### config.mk
export PLATFORM = sky130hd
export DESIGN_NAME = zero_suppression_unpacker
export DESIGN_NICKNAME = d
export VERILOG_FILES = /design/src/design/zsu_pkg.sv /design/src/design/zero_suppression_unpacker.sv /design/src/design/zsu_decoder.sv /design/src/design/zsu_result_fifo.sv
export SDC_FILE = /design/constraint.sdc
export NUM_CORES = 1
export LEC_CHECK = 0
export BUFFER_PORTS_ARGS = -buffer_cell sky130_fd_sc_hd__buf_2
export CAP_MARGIN = 15
export CORE_MARGIN = 1.5
export CORE_UTILIZATION = 60
export DETAILED_ROUTE_END_ITERATION = 8
export PLACE_DENSITY = 0.9
export SLEW_MARGIN = 20
export SYNTH_ARGS = -nofsm -noshare
export SYNTH_HDL_FRONTEND = slang
export SYNTH_SLANG_ARGS = --single-unit
### constraint.sdc
create_clock -name clk_i -period 6.61 [get_ports clk_i]
set_clock_uncertainty 0.2 [all_clocks]
set_input_delay 0.661 -clock clk_i [delete_from_list [all_inputs] [get_ports clk_i]]
set_output_delay 0.661 -clock clk_i [all_outputs]
set_load 0.1 [all_outputs]
### src/design/zsu_pkg.sv
// ----------------------------------------------------------------------------
// zsu_pkg
// shared constants and types of the zero suppression unpacker
// ----------------------------------------------------------------------------
package zsu_pkg;

  localparam int unsigned LENGTH_BITS_DEF = 20;
  localparam int unsigned PACKED_LENGTH_W = 20;
  localparam int unsigned OUTPUT_LIMIT_W  = 24;
  localparam int unsigned CFG_DATA_W      = 24;
  localparam int unsigned CFG_INDEX_W     = 2;
  localparam int unsigned RUN_W           = 11;
  localparam int unsigned RES_FIFO_DEPTH  = 4;

  localparam logic [OUTPUT_LIMIT_W-1:0] OUTPUT_LIMIT_RESET = 24'd8388608;

  // register indexes
  localparam logic [CFG_INDEX_W-1:0] REG_PACKED_LENGTH = 2'd0;
  localparam logic [CFG_INDEX_W-1:0] REG_OUTPUT_LIMIT  = 2'd1;

  // status codes
  localparam logic [1:0] ST_OK        = 2'd0;
  localparam logic [1:0] ST_BAD_COUNT = 2'd1;
  localparam logic [1:0] ST_NO_SPACE  = 2'd2;

  typedef struct packed {
    logic [63:0] group_bytes;
    logic        group_valid;
    logic [1:0]  status;
    logic        message_end;
    logic        last_of_input;
  } result_t;

  typedef struct packed {
    logic                       restart;
    logic [PACKED_LENGTH_W-1:0] length;
    logic [OUTPUT_LIMIT_W-1:0]  limit;
  } cfg_ctrl_t;

  // byte lane of the lowest set bit of a header bitmap
  function automatic logic [2:0] low_set_idx(input logic [7:0] bits);
    logic [2:0] idx;
    idx = 3'd0;
    for (int k = 7; k >= 0; k--) begin
      if (bits[k]) begin
        idx = 3'(k);
      end
    end
    return idx;
  endfunction

endpackage

### src/design/zero_suppression_unpacker.sv
// ----------------------------------------------------------------------------
// zero_suppression_unpacker
// expands a zero-suppressed byte stream into 8-byte groups
// ----------------------------------------------------------------------------
// Usage: write packed_length (index 0) to start a message; output_limit
// (index 1) is picked up at the next start. Packed bytes enter on the input
// valid/ready channel, one request per cycle while input ready is high. Each
// byte yields zero, one or two result requests on the output channel (group,
// status, end flags), queued when the byte is taken. Throughput: one byte per
// clock while input ready is high; the decode state updates once per byte, and
// only the final byte of a message can yield two results. A four-entry result
// queue sits between decode and the output port; input ready drops when fewer
// than two entries are free, so a stalled receiver back-pressures the input
// once more than two results are queued.
// Reset: length 0 (all bytes dropped until a length write), output limit
// 8388608, queue empty. After a status error or the message end, bytes are
// taken and dropped until the next length write.
// ----------------------------------------------------------------------------
module zero_suppression_unpacker import zsu_pkg::*; #(
  parameter int unsigned LENGTH_BITS = LENGTH_BITS_DEF
) (
  input  logic                   clk_i,
  input  logic                   rst_ni,
  input  logic                   in_valid_i,
  output logic                   in_ready_o,
  input  logic [7:0]             packed_byte_i,
  output logic                   out_valid_o,
  input  logic                   out_ready_i,
  output logic [63:0]            group_bytes_o,
  output logic                   group_valid_o,
  output logic [1:0]             status_o,
  output logic                   message_end_o,
  output logic                   last_of_input_o,
  input  logic                   cfg_valid_i,
  output logic                   cfg_ready_o,
  input  logic [CFG_INDEX_W-1:0] cfg_index_i,
  input  logic [CFG_DATA_W-1:0]  cfg_data_i
);

  logic [OUTPUT_LIMIT_W-1:0] limit_q, limit_d;
  cfg_ctrl_t                 ctrl;
  logic                      cfg_fire;
  logic                      in_fire;
  logic                      res0_valid, res1_valid;
  result_t                   res0, res1;
  result_t                   head;

  assign cfg_ready_o = 1'b1;
  assign cfg_fire    = cfg_valid_i && cfg_ready_o;
  assign in_fire     = in_valid_i && in_ready_o;

  always_comb begin
    limit_d      = limit_q;
    ctrl.restart = 1'b0;
    ctrl.length  = PACKED_LENGTH_W'(cfg_data_i);
    ctrl.limit   = limit_q;
    if (cfg_fire) begin
      unique case (cfg_index_i)
        REG_PACKED_LENGTH: ctrl.restart = 1'b1;
        REG_OUTPUT_LIMIT:  limit_d = OUTPUT_LIMIT_W'(cfg_data_i);
        default: begin
        end
      endcase
    end
  end

  always_ff @(posedge clk_i or negedge rst_ni) begin
    if (!rst_ni) begin
      limit_q <= OUTPUT_LIMIT_RESET;
    end else begin
      limit_q <= limit_d;
    end
  end

  zsu_decoder #(
    .LENGTH_BITS(LENGTH_BITS)
  ) u_decoder (
    .clk_i       (clk_i),
    .rst_ni      (rst_ni),
    .ctrl_i      (ctrl),
    .in_fire_i   (in_fire),
    .byte_i      (packed_byte_i),
    .res0_valid_o(res0_valid),
    .res0_o      (res0),
    .res1_valid_o(res1_valid),
    .res1_o      (res1)
  );

  zsu_result_fifo u_result_fifo (
    .clk_i      (clk_i),
    .rst_ni     (rst_ni),
    .push0_i    (res0_valid),
    .data0_i    (res0),
    .push1_i    (res1_valid),
    .data1_i    (res1),
    .room_o     (in_ready_o),
    .out_valid_o(out_valid_o),
    .out_ready_i(out_ready_i),
    .head_o     (head)
  );

  assign group_bytes_o   = head.group_bytes;
  assign group_valid_o   = head.group_valid;
  assign status_o        = head.status;
  assign message_end_o   = head.message_end;
  assign last_of_input_o = head.last_of_input;

endmodule

### src/design/zsu_decoder.sv
// ----------------------------------------------------------------------------
// zsu_decoder
// decode state and per-byte result generation, up to two results per byte
// ----------------------------------------------------------------------------
module zsu_decoder import zsu_pkg::*; #(
  parameter int unsigned LENGTH_BITS = LENGTH_BITS_DEF
) (
  input  logic      clk_i,
  input  logic      rst_ni,
  input  cfg_ctrl_t ctrl_i,
  input  logic      in_fire_i,
  input  logic [7:0] byte_i,
  output logic      res0_valid_o,
  output result_t   res0_o,
  output logic      res1_valid_o,
  output result_t   res1_o
);

  localparam int unsigned CmpW = (LENGTH_BITS > RUN_W) ? LENGTH_BITS : RUN_W;

  localparam logic [2:0] PH_HEADER = 3'd0;
  localparam logic [2:0] PH_DATA   = 3'd1;
  localparam logic [2:0] PH_COUNT  = 3'd2;
  localparam logic [2:0] PH_RUN    = 3'd3;
  localparam logic [2:0] PH_HALT   = 3'd4;
  localparam logic [2:0] PH_DONE   = 3'd5;

  logic [2:0]                ph_q, ph_d;
  logic [7:0]                pend_q, pend_d;
  logic [63:0]               buf_q, buf_d;
  logic [2:0]                fill_q, fill_d;
  logic [LENGTH_BITS-1:0]    msg_q, msg_d;
  logic [OUTPUT_LIMIT_W-1:0] space_q, space_d;
  logic [RUN_W-1:0]          run_q, run_d;
  logic                      full_q, full_d;

  logic [LENGTH_BITS-1:0] msg_dec;
  logic                   is_last;
  logic                   active;
  logic                   end_flag;
  logic [2:0]             lane;
  logic [7:0]             pend_clr;
  logic [63:0]            data_buf;
  logic [63:0]            run_buf;
  logic [RUN_W-1:0]       cnt8;
  logic [RUN_W-1:0]       cntm8;
  logic [RUN_W-1:0]       run_dec;
  logic [2:0]             fill_inc;
  logic [3:0]             gap;
  logic [RUN_W-1:0]       run_rest;
  result_t                r0, r1;
  logic                   r0v, r1v;

  always_comb begin
    ph_d    = ph_q;
    pend_d  = pend_q;
    buf_d   = buf_q;
    fill_d  = fill_q;
    msg_d   = msg_q;
    space_d = space_q;
    run_d   = run_q;
    full_d  = full_q;
    r0      = '0;
    r1      = '0;
    r0v     = 1'b0;
    r1v     = 1'b0;

    msg_dec  = msg_q - 1'b1;
    is_last  = (msg_dec == '0);
    active   = in_fire_i && (ph_q != PH_HALT) && (ph_q != PH_DONE) && (msg_q != '0);
    end_flag = 1'b0;

    lane     = low_set_idx(pend_q);
    pend_clr = pend_q & (pend_q - 8'd1);
    data_buf = (pend_q != 8'd0) ? (buf_q | (64'(byte_i) << {lane, 3'b000})) : buf_q;
    run_buf  = buf_q | (64'(byte_i) << {fill_q, 3'b000});
    cnt8     = {byte_i, 3'b000};
    cntm8    = {byte_i - 8'd1, 3'b000};
    run_dec  = (run_q != '0) ? run_q - 1'b1 : '0;
    fill_inc = fill_q + 3'd1;
    gap      = 4'd8 - {1'b0, fill_inc};
    run_rest = (run_dec > RUN_W'(gap)) ? run_dec - RUN_W'(gap) : '0;

    if (active) begin
      msg_d = msg_dec;
      unique case (ph_q)
        PH_HEADER: begin
          if (space_q < OUTPUT_LIMIT_W'(8)) begin
            r0v       = 1'b1;
            r0.status = ST_NO_SPACE;
            ph_d      = PH_HALT;
          end else begin
            space_d = space_q - OUTPUT_LIMIT_W'(8);
            buf_d   = '0;
            pend_d  = byte_i;
            full_d  = (byte_i == 8'hFF);
            if ((byte_i == 8'd0) || is_last) begin
              r0v            = 1'b1;
              r0.group_valid = 1'b1;
            end else begin
              ph_d = PH_DATA;
            end
          end
        end
        PH_DATA: begin
          buf_d  = data_buf;
          pend_d = pend_clr;
          if ((pend_clr == 8'd0) || is_last) begin
            r0v            = 1'b1;
            r0.group_valid = 1'b1;
            r0.group_bytes = data_buf;
            ph_d = ((pend_clr == 8'd0) && full_q) ? PH_COUNT : PH_HEADER;
          end
        end
        PH_COUNT: begin
          if (!is_last) begin
            if (byte_i == 8'd0) begin
              ph_d = PH_HEADER;
            end else if (CmpW'(cntm8) > CmpW'(msg_dec)) begin
              r0v       = 1'b1;
              r0.status = ST_BAD_COUNT;
              ph_d      = PH_HALT;
            end else if (OUTPUT_LIMIT_W'(cnt8) > space_q) begin
              r0v       = 1'b1;
              r0.status = ST_NO_SPACE;
              ph_d      = PH_HALT;
            end else begin
              space_d = space_q - OUTPUT_LIMIT_W'(cnt8);
              run_d   = cnt8;
              fill_d  = 3'd0;
              buf_d   = '0;
              ph_d    = PH_RUN;
            end
          end
        end
        PH_RUN: begin
          run_d = run_dec;
          if (fill_q == 3'd7) begin
            // group complete
            r0v            = 1'b1;
            r0.group_valid = 1'b1;
            r0.group_bytes = run_buf;
            buf_d          = '0;
            fill_d         = 3'd0;
          end else begin
            buf_d  = run_buf;
            fill_d = fill_inc;
          end
          if (run_dec == '0) begin
            ph_d = PH_HEADER;
          end else if (is_last) begin
            // message ends inside the run: zero-fill the remainder
            if (fill_q == 3'd7) begin
              r1v            = 1'b1;
              r1.group_valid = 1'b1;
            end else begin
              r0v            = 1'b1;
              r0.group_valid = 1'b1;
              r0.group_bytes = run_buf;
              if (run_rest != '0) begin
                r1v            = 1'b1;
                r1.group_valid = 1'b1;
              end
            end
          end
        end
        default: begin
        end
      endcase

      end_flag = is_last || (ph_d == PH_HALT);
      if (is_last && (ph_d != PH_HALT)) begin
        if (!r0v) begin
          r0v = 1'b1;
          r0  = '0;
        end
        ph_d = PH_DONE;
      end
      if (r1v) begin
        r1.message_end   = end_flag;
        r1.last_of_input = 1'b1;
      end else if (r0v) begin
        r0.message_end   = end_flag;
        r0.last_of_input = 1'b1;
      end
    end

    if (ctrl_i.restart) begin
      ph_d    = PH_HEADER;
      pend_d  = '0;
      buf_d   = '0;
      fill_d  = '0;
      msg_d   = LENGTH_BITS'(ctrl_i.length);
      space_d = ctrl_i.limit;
      run_d   = '0;
      full_d  = 1'b0;
      r0v     = 1'b0;
      r1v     = 1'b0;
    end
  end

  always_ff @(posedge clk_i or negedge rst_ni) begin
    if (!rst_ni) begin
      ph_q    <= PH_HEADER;
      pend_q  <= '0;
      buf_q   <= '0;
      fill_q  <= '0;
      msg_q   <= '0;
      space_q <= OUTPUT_LIMIT_RESET;
      run_q   <= '0;
      full_q  <= 1'b0;
    end else begin
      ph_q    <= ph_d;
      pend_q  <= pend_d;
      buf_q   <= buf_d;
      fill_q  <= fill_d;
      msg_q   <= msg_d;
      space_q <= space_d;
      run_q   <= run_d;
      full_q  <= full_d;
    end
  end

  assign res0_valid_o = r0v;
  assign res0_o       = r0;
  assign res1_valid_o = r1v;
  assign res1_o       = r1;

endmodule

### src/design/zsu_result_fifo.sv
// ----------------------------------------------------------------------------
// zsu_result_fifo
// small result queue, takes up to two results per cycle, hands out one
// ----------------------------------------------------------------------------
module zsu_result_fifo import zsu_pkg::*; (
  input  logic    clk_i,
  input  logic    rst_ni,
  input  logic    push0_i,
  input  result_t data0_i,
  input  logic    push1_i,
  input  result_t data1_i,
  output logic    room_o,
  output logic    out_valid_o,
  input  logic    out_ready_i,
  output result_t head_o
);

  localparam int unsigned PtrW = $clog2(RES_FIFO_DEPTH);
  localparam int unsigned CntW = PtrW + 1;

  result_t         mem_q [RES_FIFO_DEPTH];
  logic [PtrW-1:0] wr_q, wr_d;
  logic [PtrW-1:0] rd_q, rd_d;
  logic [CntW-1:0] cnt_q, cnt_d;
  logic [PtrW-1:0] wr_next;
  logic            pop;

  assign pop     = out_valid_o && out_ready_i;
  assign wr_next = PtrW'(wr_q + 1'b1);

  always_comb begin
    wr_d  = wr_q + PtrW'(push0_i) + PtrW'(push1_i);
    rd_d  = rd_q + PtrW'(pop);
    cnt_d = cnt_q + CntW'(push0_i) + CntW'(push1_i) - CntW'(pop);
  end

  always_ff @(posedge clk_i) begin
    if (push0_i) begin
      mem_q[wr_q] <= data0_i;
    end
    if (push1_i) begin
      mem_q[wr_next] <= data1_i;
    end
  end

  always_ff @(posedge clk_i or negedge rst_ni) begin
    if (!rst_ni) begin
      wr_q  <= '0;
      rd_q  <= '0;
      cnt_q <= '0;
    end else begin
      wr_q  <= wr_d;
      rd_q  <= rd_d;
      cnt_q <= cnt_d;
    end
  end

  // room for a byte that yields two results
  assign room_o      = (cnt_q <= CntW'(RES_FIFO_DEPTH - 2));
  assign out_valid_o = (cnt_q != '0);
  assign head_o      = mem_q[rd_q];

endmodule

# ---- Yosys cells after proc, flatten, opt, wreduce, memory -nomap -nowiden
# Memory sizes are Yosys's and may differ from the RTL's.
# Index checks and enable logic that the tools add are counted.
dict set report totals {
  regBits 165
  latchBits 0
  mem_bits_rw 276
  rom_bits 0
  n_memories 1
}
dict set report op_classes {
  addsub 16
  multipliers 0
  n_div 0
  magnitude_cmp 5
  eq_ne 16
  n_shift 2
  mux 122
  n_bitwise 3
  reduce_logical 33
}
# memory depth width rd rd_clocked_by_memory_dff wr line
set mem_list {}
lappend mem_list {u_result_fifo.mem_q 4 69 1 0 2 zsu_result_fifo.sv:21} ;# result_t mem_q [RES_FIFO_DEPTH];
# operator count
set op_table {}
lappend op_table {{64-bit two-way mux} 9}
lappend op_table {{65-bit two-way mux} 7}
lappend op_table {{64-bit case mux with 4 select lines} 1}
lappend op_table {{69-bit two-way mux} 3}
lappend op_table {{24-bit two-way mux} 7}
lappend op_table {{64-bit OR} 2}
lappend op_table {{64-bit case mux with 2 select lines} 1}
lappend op_table {{8-bit by 6-bit << shifter with 64-bit output} 2}
lappend op_table {{11-bit two-way mux} 8}
lappend op_table {{3-bit two-way mux} 27}
lappend op_table {{24-bit case mux with 2 select lines} 1}
lappend op_table {{20-bit two-way mux} 2}
lappend op_table {{1-bit two-way mux} 36}
lappend op_table {{11-bit by 24-bit greater-than comparator with 1-bit output} 1}
lappend op_table {{24-bit by 4-bit < comparator with 1-bit output, second input constant} 1}
lappend op_table {{8-bit two-way mux} 3}
lappend op_table {{3-bit inequality test, second input constant} 8}
lappend op_table {{24-bit by 11-bit subtractor with 24-bit output} 1}
lappend op_table {{24-bit by 4-bit subtractor with 24-bit output, second input constant} 1}
lappend op_table {{11-bit case mux with 2 select lines} 1}
lappend op_table {{11-bit nonzero test} 2}
lappend op_table {{11-bit by 20-bit greater-than comparator with 1-bit output} 1}
lappend op_table {{20-bit zero test} 1}
lappend op_table {{2-bit two-way mux} 10}
lappend op_table {{40 further kinds} 61}

# ---- Longest topological paths before layout
# Gate-level depths: netlist of the first run.
dict set report depth {
  depth_word 18
  depth_mapped 20
  ltp_nobuf 19
}

# ---- Hierarchy
# From an unflattened synthesis of the first run, not the netlist that was laid out.
dict set report unflattened {
  cells_unflattened 1997
  hier_area_um2 24989.0
}
# mod n_inst cells_each area_each_um2 seq_area_each_um2
set modules_own_cells {}
lappend modules_own_cells {zsu_result_fifo 1 704 13649.3 8463.1}
lappend modules_own_cells {zsu_decoder 1 1238 10324.9 3279.4}
lappend modules_own_cells {zero_suppression_unpacker 1 55 1014.7 601.8}

# ---- Least setup slack after synthesis of the first run
# OpenSTA, ideal clock, no wires.
dict set report synth_timing {
  path_kind {register to register}
  start {reg u_decoder.msg_q[0]}
  end {reg u_result_fifo.cnt_q[2]}
  setup_time_ps 123
  t_arrival_ps 4641
  setup_slack_ps 1646
  path_stages_with_launch 21
  synth_period_minus_slack_ps 4964
  cell_sequence {dfrtp_1 -> inv_1 -> ha_1 -> or3b_1 -> or4_1 -> and2_1 -> ha_1 -> and4_1 -> nand4_1 -> mux2i_1 -> a21o_1 -> nor3_1 -> o2111a_1 -> buf_2 -> or4_1 -> nand2_1 -> ha_1 -> inv_1 -> fa_1 -> fa_1 -> xnor2_1}
}
dict set report synth_via {
  elab_chain_len 16
  word_cells_on_any_way 40
}
# item line
set synth_rtl {}
lappend synth_rtl {{start, declared} zsu_decoder.sv:32} ;# logic [LENGTH_BITS-1:0] msg_q, msg_d;
lappend synth_rtl {{start signal, assigned} zsu_decoder.sv:217} ;# msg_q <= msg_d;
lappend synth_rtl {{20-bit by 1-bit subtractor with 20-bit output} zsu_decoder.sv:68} ;# msg_dec = msg_q - 1'b1;
lappend synth_rtl {{11-bit by 20-bit greater-than comparator with 1-bit output or 20-bit zero test (tied branches)} {zsu_decoder.sv:119, zsu_decoder.sv:69}}
lappend synth_rtl {{3-bit two-way mux or 1-bit logical OR (tied branches)} {zsu_decoder.sv:119, zsu_decoder.sv:97}}
lappend synth_rtl {{3-bit two-way mux (on tied branches)} {zsu_decoder.sv:117, zsu_decoder.sv:97}}
lappend synth_rtl {{3-bit two-way mux (on tied branches)} {zsu_decoder.sv:116, zsu_decoder.sv:88}}
lappend synth_rtl {{3-bit case mux with 4 select lines} zsu_decoder.sv:86} ;# unique case (ph_q)
lappend synth_rtl {{3-bit two-way mux} zsu_decoder.sv:84} ;# if (active) begin
lappend synth_rtl {{3-bit inequality test} zsu_decoder.sv:172} ;# if (is_last && (ph_d != PH_HALT)) begin
lappend synth_rtl {{1-bit logical AND} zsu_decoder.sv:172}
lappend synth_rtl {{1-bit two-way mux} zsu_decoder.sv:172}
lappend synth_rtl {{1-bit two-way mux (2 in series)} zsu_decoder.sv:84}
lappend synth_rtl {{1-bit two-way mux} zsu_decoder.sv:188} ;# if (ctrl_i.restart) begin
lappend synth_rtl {{3-bit by 1-bit adder with 3-bit output} zsu_result_fifo.sv:34} ;# cnt_d = cnt_q + CntW'(push0_i) + CntW'(push1_i) - CntW'(pop);
lappend synth_rtl {{3-bit by 1-bit adder with 3-bit output *} zsu_result_fifo.sv:34}
lappend synth_rtl {{3-bit by 1-bit subtractor with 3-bit output *} zsu_result_fifo.sv:34}
lappend synth_rtl {{via u_result_fifo.cnt_d[2]} zsu_result_fifo.sv:24} ;# logic [CntW-1:0] cnt_q, cnt_d;
lappend synth_rtl {{end signal, assigned} zsu_result_fifo.sv:54} ;# cnt_q <= cnt_d;
lappend synth_rtl {{end, declared} zsu_result_fifo.sv:24}
# The timed path passes the listed nets; every way through them passes the cells marked *. The select of a mux whose other input is x is not followed.
# A chain may end at the register's enable or synchronous reset.

# ---- Worst setup path after layout of the first run
# Ends and elaborated chain as after synthesis.

==> results of run 1 <==
==> cells by family (layout without fill, tap and decap cells) <==
| logic type | count (synthesis) | in the layout | share of synthesized area (%) |
|---|---|---|---|
| adder cells (fa/ha/maj) | 40 | 40 | 2.50 |
| other | 1 | 1 | 0.0176 |
| XOR/XNOR | 54 | 54 | 2.22 |
| multiplexers | 107 | 107 | 9.24 |
| AO/OA/AOI/OAI | 712 | 712 | 21.1 |
| buffers and inverters | 232 | 270 | 4.61 |
| flip-flops | 435 | 435 | 45.1 |
| AND/OR/NAND/NOR | 662 | 662 | 15.2 |
==> where the power goes <==
group | switching [mW] | internal, mW | total, mW
logic | 1.81 | 1.04 | 2.86
registers | 0.376 | 2.86 | 3.24
clock network | 1.09 | 1.41 | 2.49
==> layout make-up <==
class / count / area [um^2]
multi-input cells: 1576 / 10800
repair buffers: 149 / 927
flip-flops and latches: 435 / 9630
well taps: 455 / 569
clock buffers: 71 / 1350
clock inverters: 9 / 100
inverters: 41 / 154
fillers: 2491 / 11300
==> worst register-to-register path, delay by kind of cell, from the launching register on <==
kind / cells / cell delay, ps
compound gates: 3 / 840
xor+xnor: 2 / 460
fa+ha+maj: 5 / 1650
buf+inv: 3 / 250
flops: 1 / 420
simple gates: 6 / 1890
==> per-layer routing <==
layer  vias up  global-route usage (%)  wire [um]
li1       8332                       -          -
met1      9205                    42.0      23500
met2      1116                    55.5      29500
met3       209                    6.54       5880
met4         0                    16.6       2780
met5         -                       0          0
==> flip-flops by register name (all words and copies together) (netlist names) <==
register,flops
u_result_fifo.mem_q,276
u_decoder.buf_q,64
limit_q,21
u_decoder.space_q,21
u_decoder.msg_q,20
u_decoder.run_q,11
u_decoder.pend_q,8
u_decoder.fill_q,3
u_decoder.ph_q,3
u_result_fifo.cnt_q,3
u_result_fifo.rd_q,2
u_result_fifo.wr_q,2
u_decoder.full_q,1
==> worst max path at each step <==
| stage | from | to | cells after the start | slack (ps) |
|---|---|---|---|---|
| detailed placement | u_decoder.run_q[0] | u_result_fifo.mem_q[3][55] | 17 | 960 |
| floorplan | u_decoder.msg_q[0] | u_result_fifo.cnt_q[2] | 20 | 1650 |
| global placement | u_decoder.run_q[0] | u_result_fifo.mem_q[3][57] | 17 | 1190 |
| CTS | u_decoder.msg_q[0] | u_result_fifo.cnt_q[2] | 19 | 930 |
| global route | u_decoder.msg_q[0] | u_result_fifo.cnt_q[2] | 19 | 310 |
| finish | u_decoder.msg_q[0] | u_result_fifo.cnt_q[2] | 19 | 840 |
==> through the flow <==
stage / setup WS [ps] / power (mW) / hold WS, ps / std cells / util (%)
floorplan: 1650 / 5.37 / 165 / 2243 / -
global placement: 1190 / 5.98 / 243 / 2656 / 63.4
detailed placement: 959 / 6.07 / 254 / 2656 / 63.4
CTS: 933 / 8.53 / 1.98 / 2736 / 67.5
global route: 308 / 9.01 / 24.6 / 2736 / 67.6
finish: 836 / 8.59 / -68.9 / 2736 / 67.6
==> placed cells by master (no fill, tap or decap), types with 33 or more instances in the layout <==
cell type and n:
a21oi_1 126, o21ai_0 289, dfrtp_1 155, nand2_1 164, nor2_1 90, dfxtp_1 264
nor3_1 44, a22o_1 55, buf_4 34, o21ai_1 36, buf_2 108, inv_1 40
nand3_1 225, a31o_1 41, xnor2_1 34, a22oi_1 33, mux4_2 69, ha_1 33
clkbuf_16 46
==> metrics.md, run 1 <==
| Metric | Value |
|---|---|
| Status | `complete, but fails checks` |
| Failing checks | `hold timing` |
| Largest net degree at the start of global routing | `96` |
| Critical path buffers and inverters | `3` |
| Die Width | `192 um` |
| Most frequent cells after synthesis | `289 x o21ai_0, 264 x dfxtp_1, 225 x nand3_1, 165 x nand2_1, 157 x dfrtp_1` |
| Lkg Pwr | `between 9 and 10 nW` |
| DRT Pass-1 Iters | `8` |
| Yosys top cell by area | `dfxtp_1` |
| Vias in the first global route | `18.7k` |
| CP delay by family, top | `simple AND/OR/NAND/NOR gates` |
| Die area | `between 30000 and 40000 um^2` |
| Sequential share of the synthesized area | `a little under half` |
| CP Capture Type | `register` |
| Final Wtd Congestion | `0.971` |
| Synthesized flop and latch total | `435` |
| Slew headroom | `approximately a fifth` |
| Clock Latency Late Sink | `580 ps` |
| Synth-to-Final Area Change | `10.2%` |
| Max-cap violations | `0` |
| CTS root buf | `clkbuf_16` |
| Final worst-path cycle share | `87.4%` |
| RSZ-0062 raised after global routing | `no` |
| Crit path max-delay cell type | `nor3b_1` |
| Yosys top cell area share | `roughly 25%` |
| CTS resizes | `0` |
| Postcts setup bufs | `0` |
| Reg2reg setup slack | `840 ps` |
| Clock tree from TritonCTS | `built` |
| Starting Density | `61.3%` |
| Die Y | `192 um` |
| Post-Syn Area | `~21000 um^2` |
| Final Max Slew Viols | `0` |
| Final ANT Viol Nets | `0` |
| Syn Nets | `2320` |
| Critical R2R Capture | `u_result_fifo.cnt_q[2]` |
| Post-synth EDFFs | `12` |
| Post-DR vias/cell | `about 6.9` |
| Post-synth top flop | `dfxtp_1` |
| CP cell instances | `inv_1, ha_1, nor3b_1, nand3_1, xnor2_1, inv_1, ha_1, and3_1, a31oi_1, a21o_1, nor3_1, o2111a_1, or4_1, nand2_1, ha_1, inv_1, fa_1, fa_1, xnor2_1` |
| Cell Rows | `68` |
| Critical path class | `reg -> reg` |
| Final min period | `between 5000 and 6000 ps` |
| Initial antenna violation count | `1` |
| DPL Wire Length | `38.6 mm` |
| Worst Tran Pin Value | `1200 ps` |
| Power Density | `365 nW/um^2` |
| Final Hold Fails | `8` |
| Worst VDD drop | `496 uV` |
| # diodes | `0` |
| Placed Area | `22100 um^2` |
| Final setup violation count | `0` |
| Library cells used by synthesis | `78` |
| Clock sinks | `435` |
| Synthesized area per cell | `9.52 um^2` |
| Final Cell Area | `23500 um^2` |
| Clk buf depth | `3` |
| Clock transition at path regs | `60 ps` |
| R2r startpoint | `u_decoder.msg_q[0]` |
| Input/output buffers | `109` |
| Final net count | `2324` |
| Cell with the most instances after synthesis | `o21ai_0` |
| Gr ovfl total | `0` |
| Area contributors post-synth | `dfxtp_1 25%, dfrtp_1 18%, mux4_2 7.3%` |
| Avg WL per Cell | `22.5 um` |
| CP startpoint kind | `register` |
| Crit path arrival time | `between 6000 and 7000 ps` |
| Routed vias | `18.9k` |
| CP required | `6910 ps` |
| Synth warnings | `0` |
| Hold crit path type | `in -> async` |
| Reg2Reg Depth | `19` |
| Drc violations | `0` |
| CTS buffer count | `44` |
| First-pass GRT wire length | `97.8 mm` |
| Core ar. | `34800 um^2` |
| Total negative slack | `0 ps` |
| Final WL | `61.6 mm` |
| Hold_ws | `-68.9 ps` |
| Share of post-route cells with drive strength above 1 | `approximately 17%` |
| H-tree Lvls | `2` |
| Largest stage delay on the critical path | `710 ps` |
| Top-Level Pins | `about 110` |
| Starting DRC count in detailed routing | `2297` |
| Ys async rst share | `36.6%` |
| GR Util All Layers | `between 30% and 40%` |
| Synth Instances | `~2.2k` |
| Max Fanout on Critical Path | `7` |
| Fmax | `~170 MHz` |
| Hold_buf cts | `0` |
Power figures use the tool's default switching activity.
==> run 2, diff against run 1 <==
Settings changed: CELL_PAD_IN_SITES_DETAIL_PLACEMENT set to 2, CELL_PAD_IN_SITES_GLOBAL_PLACEMENT set to 2, CORE_UTILIZATION 60 to 40, PLACE_DENSITY 0.9 to 0.93, SKIP_CTS_REPAIR_TIMING set to 1.
==> metrics.md, run 2 (synthesized netlist as in run 1, its figures left out) <==
| Metric | Value |
|---|---|
| Status | `complete, but fails checks` |
| Failing checks | `hold timing` |
| Worst VDD drop | `352 uV` |
| First-pass GRT wire length | `roughly 150 mm` |
| Most flops, register | `u_result_fifo.mem_q` |
| DP Worst Slack | `776 ps` |
| Clock sinks | `435` |
| Hold crit path type | `in -> async` |
| Reg2Reg Depth | `18` |
| Clock transition at path regs | `60 ps` |
| M3 GR Usage | `just under 7%` |
| Final worst-path cycle share | `92.0%` |
| CP Capture Type | `register` |
| Vias in the first global route | `22.8k` |
| Final setup violation count | `0` |
| Crit path max-delay cell type | `nor3b_1` |
| Share of post-route cells with drive strength above 1 | `17.6%` |
| H-tree Lvls | `2` |
| CP startpoint kind | `register` |
| Critical path startpoint | `u_decoder.run_q[0]` |
| Largest net degree at the start of global routing | `136` |
| Clock Latency Late Sink | `650 ps` |
| Cell Rows | `84` |
| GR Layer Usage met1 | `between 40% and 50%` |
| Die area | `54800 um^2` |
| Final WL | `98.6 mm` |
| Commonest non-fill, non-tap cell in the layout | `o21ai_0` |
| CP required | `between 6000 and 7000 ps` |
| Critical path class | `reg -> reg` |
| Final net count | `2340` |
| Die Width | `between 200 and 250 um` |
| Power Density | `398 nW/um^2` |
| Drc violations | `0` |
| CTS root buf | `clkbuf_16` |
| Slew headroom | `18.7%` |
| Crit path arrival time | `6380 ps` |
| Final Wtd Congestion | `0.898` |
| Gr ovfl total | `0` |
| CP cell instances | `inv_1, ha_1, nor3b_1, nand4_1, nand2b_1, inv_1, ha_1, nand2b_1, a21oi_1, nand2_1, a221oi_1, a21oi_1, o2111ai_1, buf_4, nand2b_2, buf_4, nand3_1, o21ai_0` |
| DPL Wire Length | `56.2 mm` |
| Input/output buffers | `109` |
| Lkg Pwr | `~9.3 nW` |
| Max Fanout on Critical Path | `22` |
| Post-DR vias/cell | `approximately 6.9` |
| Clk buf depth | `3` |
| CTS buffer count | `50` |
| Final min period | `6080 ps` |
| Hold_ws | `-54.7 ps` |
| Die Y | `between 200 and 250 um` |
| Final ANT Viol Nets | `0` |
| Max reg flops | `between 200 and 300` |
| Final worst slack | `526 ps` |
| Synth-to-Final Area Change | `13.2%` |
| Worst Tran Pin Value | `between 1000 and 1500 ps` |
| GR peak layer | `met2` |
| Clock tree from TritonCTS | `built` |
| Core ar. | `52700 um^2` |
| Largest stage delay on the critical path | `840 ps` |
| Routed vias | `just over 20k` |
| Final Hold Fails | `32` |
| Commonest non-fill, non-tap cells in the layout | `289 x o21ai_0, 264 x dfxtp_1, 225 x nand3_1` |
| R2r startpoint | `u_decoder.run_q[0]` |
| Avg WL per Cell | `32.9 um` |
| DRT Pass-1 Iters | `6` |
| Starting DRC count in detailed routing | `2216` |
| GR Util All Layers | `35.9%` |
| Max-cap violations | `0` |
| Top-Level Pins | `111` |
| GRT met2 Usage | `61.3%` |
| Initial antenna violation count | `4` |
| Total negative slack | `0 ps` |
| Fmax | `164 MHz` |
| Largest regs | `u_result_fifo.mem_q x276, u_decoder.buf_q x64` |
| Final Max Slew Viols | `0` |
| Starting Density | `40.5%` |
| RSZ-0062 raised after global routing | `no` |
run 2: changes by cell type in the layout (fill, tap and decap cells not counted), moves of 2 or more:
cell and delta:
clkbuf_8 -2, nor3_1 -2, nor2_1 +2, clkinv_2 +6
clkbuf_16 +6, nor3_2 +2, buf_12 +3, clkinv_4 +2
bufinv_16 +2, buf_4 +6, nor2_2 -2
run 2: layout make-up:
type | instances | area, um^2
diodes | 1 | 2.50
fillers | 5403 | 28500
repair buffers | 159 | 1040
multi-input cells | 1576 | 10800
inverters | 41 | 154
flip-flops and latches | 435 | 9630
well taps | 688 | 861
clock inverters | 18 | 201
clock buffers | 75 | 1470
run 2: final timing paths:
kind / slack [ps] / endpoint
max: 530 / u_result_fifo.mem_q[3][54]
min: -50 / u_decoder.run_q[3]
max reg2reg: 530 / u_result_fifo.mem_q[3][54]
min reg2reg: 280 / u_result_fifo.mem_q[3][52]
max in group asynchronous: 4790 / limit_q[20]
min in group clk_i: 80 / limit_q[22]
run 2: worst max-delay path: cells and delay by family, from the launching register on:
family	cells	cell delay [ps]
and+or+nand+nor	7	2470
buffers and inverters	4	840
DFF	1	440
adders and majority gates	2	630
AOI/OAI and AO/OA	5	1350
run 2: report_power, final:
part	total [mW]	leakage, nW	internal (mW)	switching [mW]
logic	3.36	4.14	1.09	2.27
clock network	2.94	0.823	1.63	1.31
registers	3.33	4.31	2.86	0.464
total	9.63	9.27	5.58	4.05
run 2: stage by stage:
stage	utilization [%]	std cells	area (um^2)	total power, mW	hold WS, ps
2_1_floorplan	-	2243	21300	5.37	165
3_3_place_gp	42.7	2898	22500	6.15	245
3_5_place_dp	42.7	2898	22500	6.42	257
4_1_cts	45.8	2991	24100	9.54	-24.6
5_1_grt	45.9	2992	24200	9.94	17.9
6_report	45.9	2993	24200	9.63	-54.7
run 2: routing by layer:
| metal | vias up | share of wire (%) |
|---|---|---|
| li1 | 8347 | - |
| met1 | 10600 | 38 |
| met2 | 1210 | 50 |
| met3 | 436 | 6.8 |
| met4 | 6 | 5.9 |
| met5 | - | 0.037 |
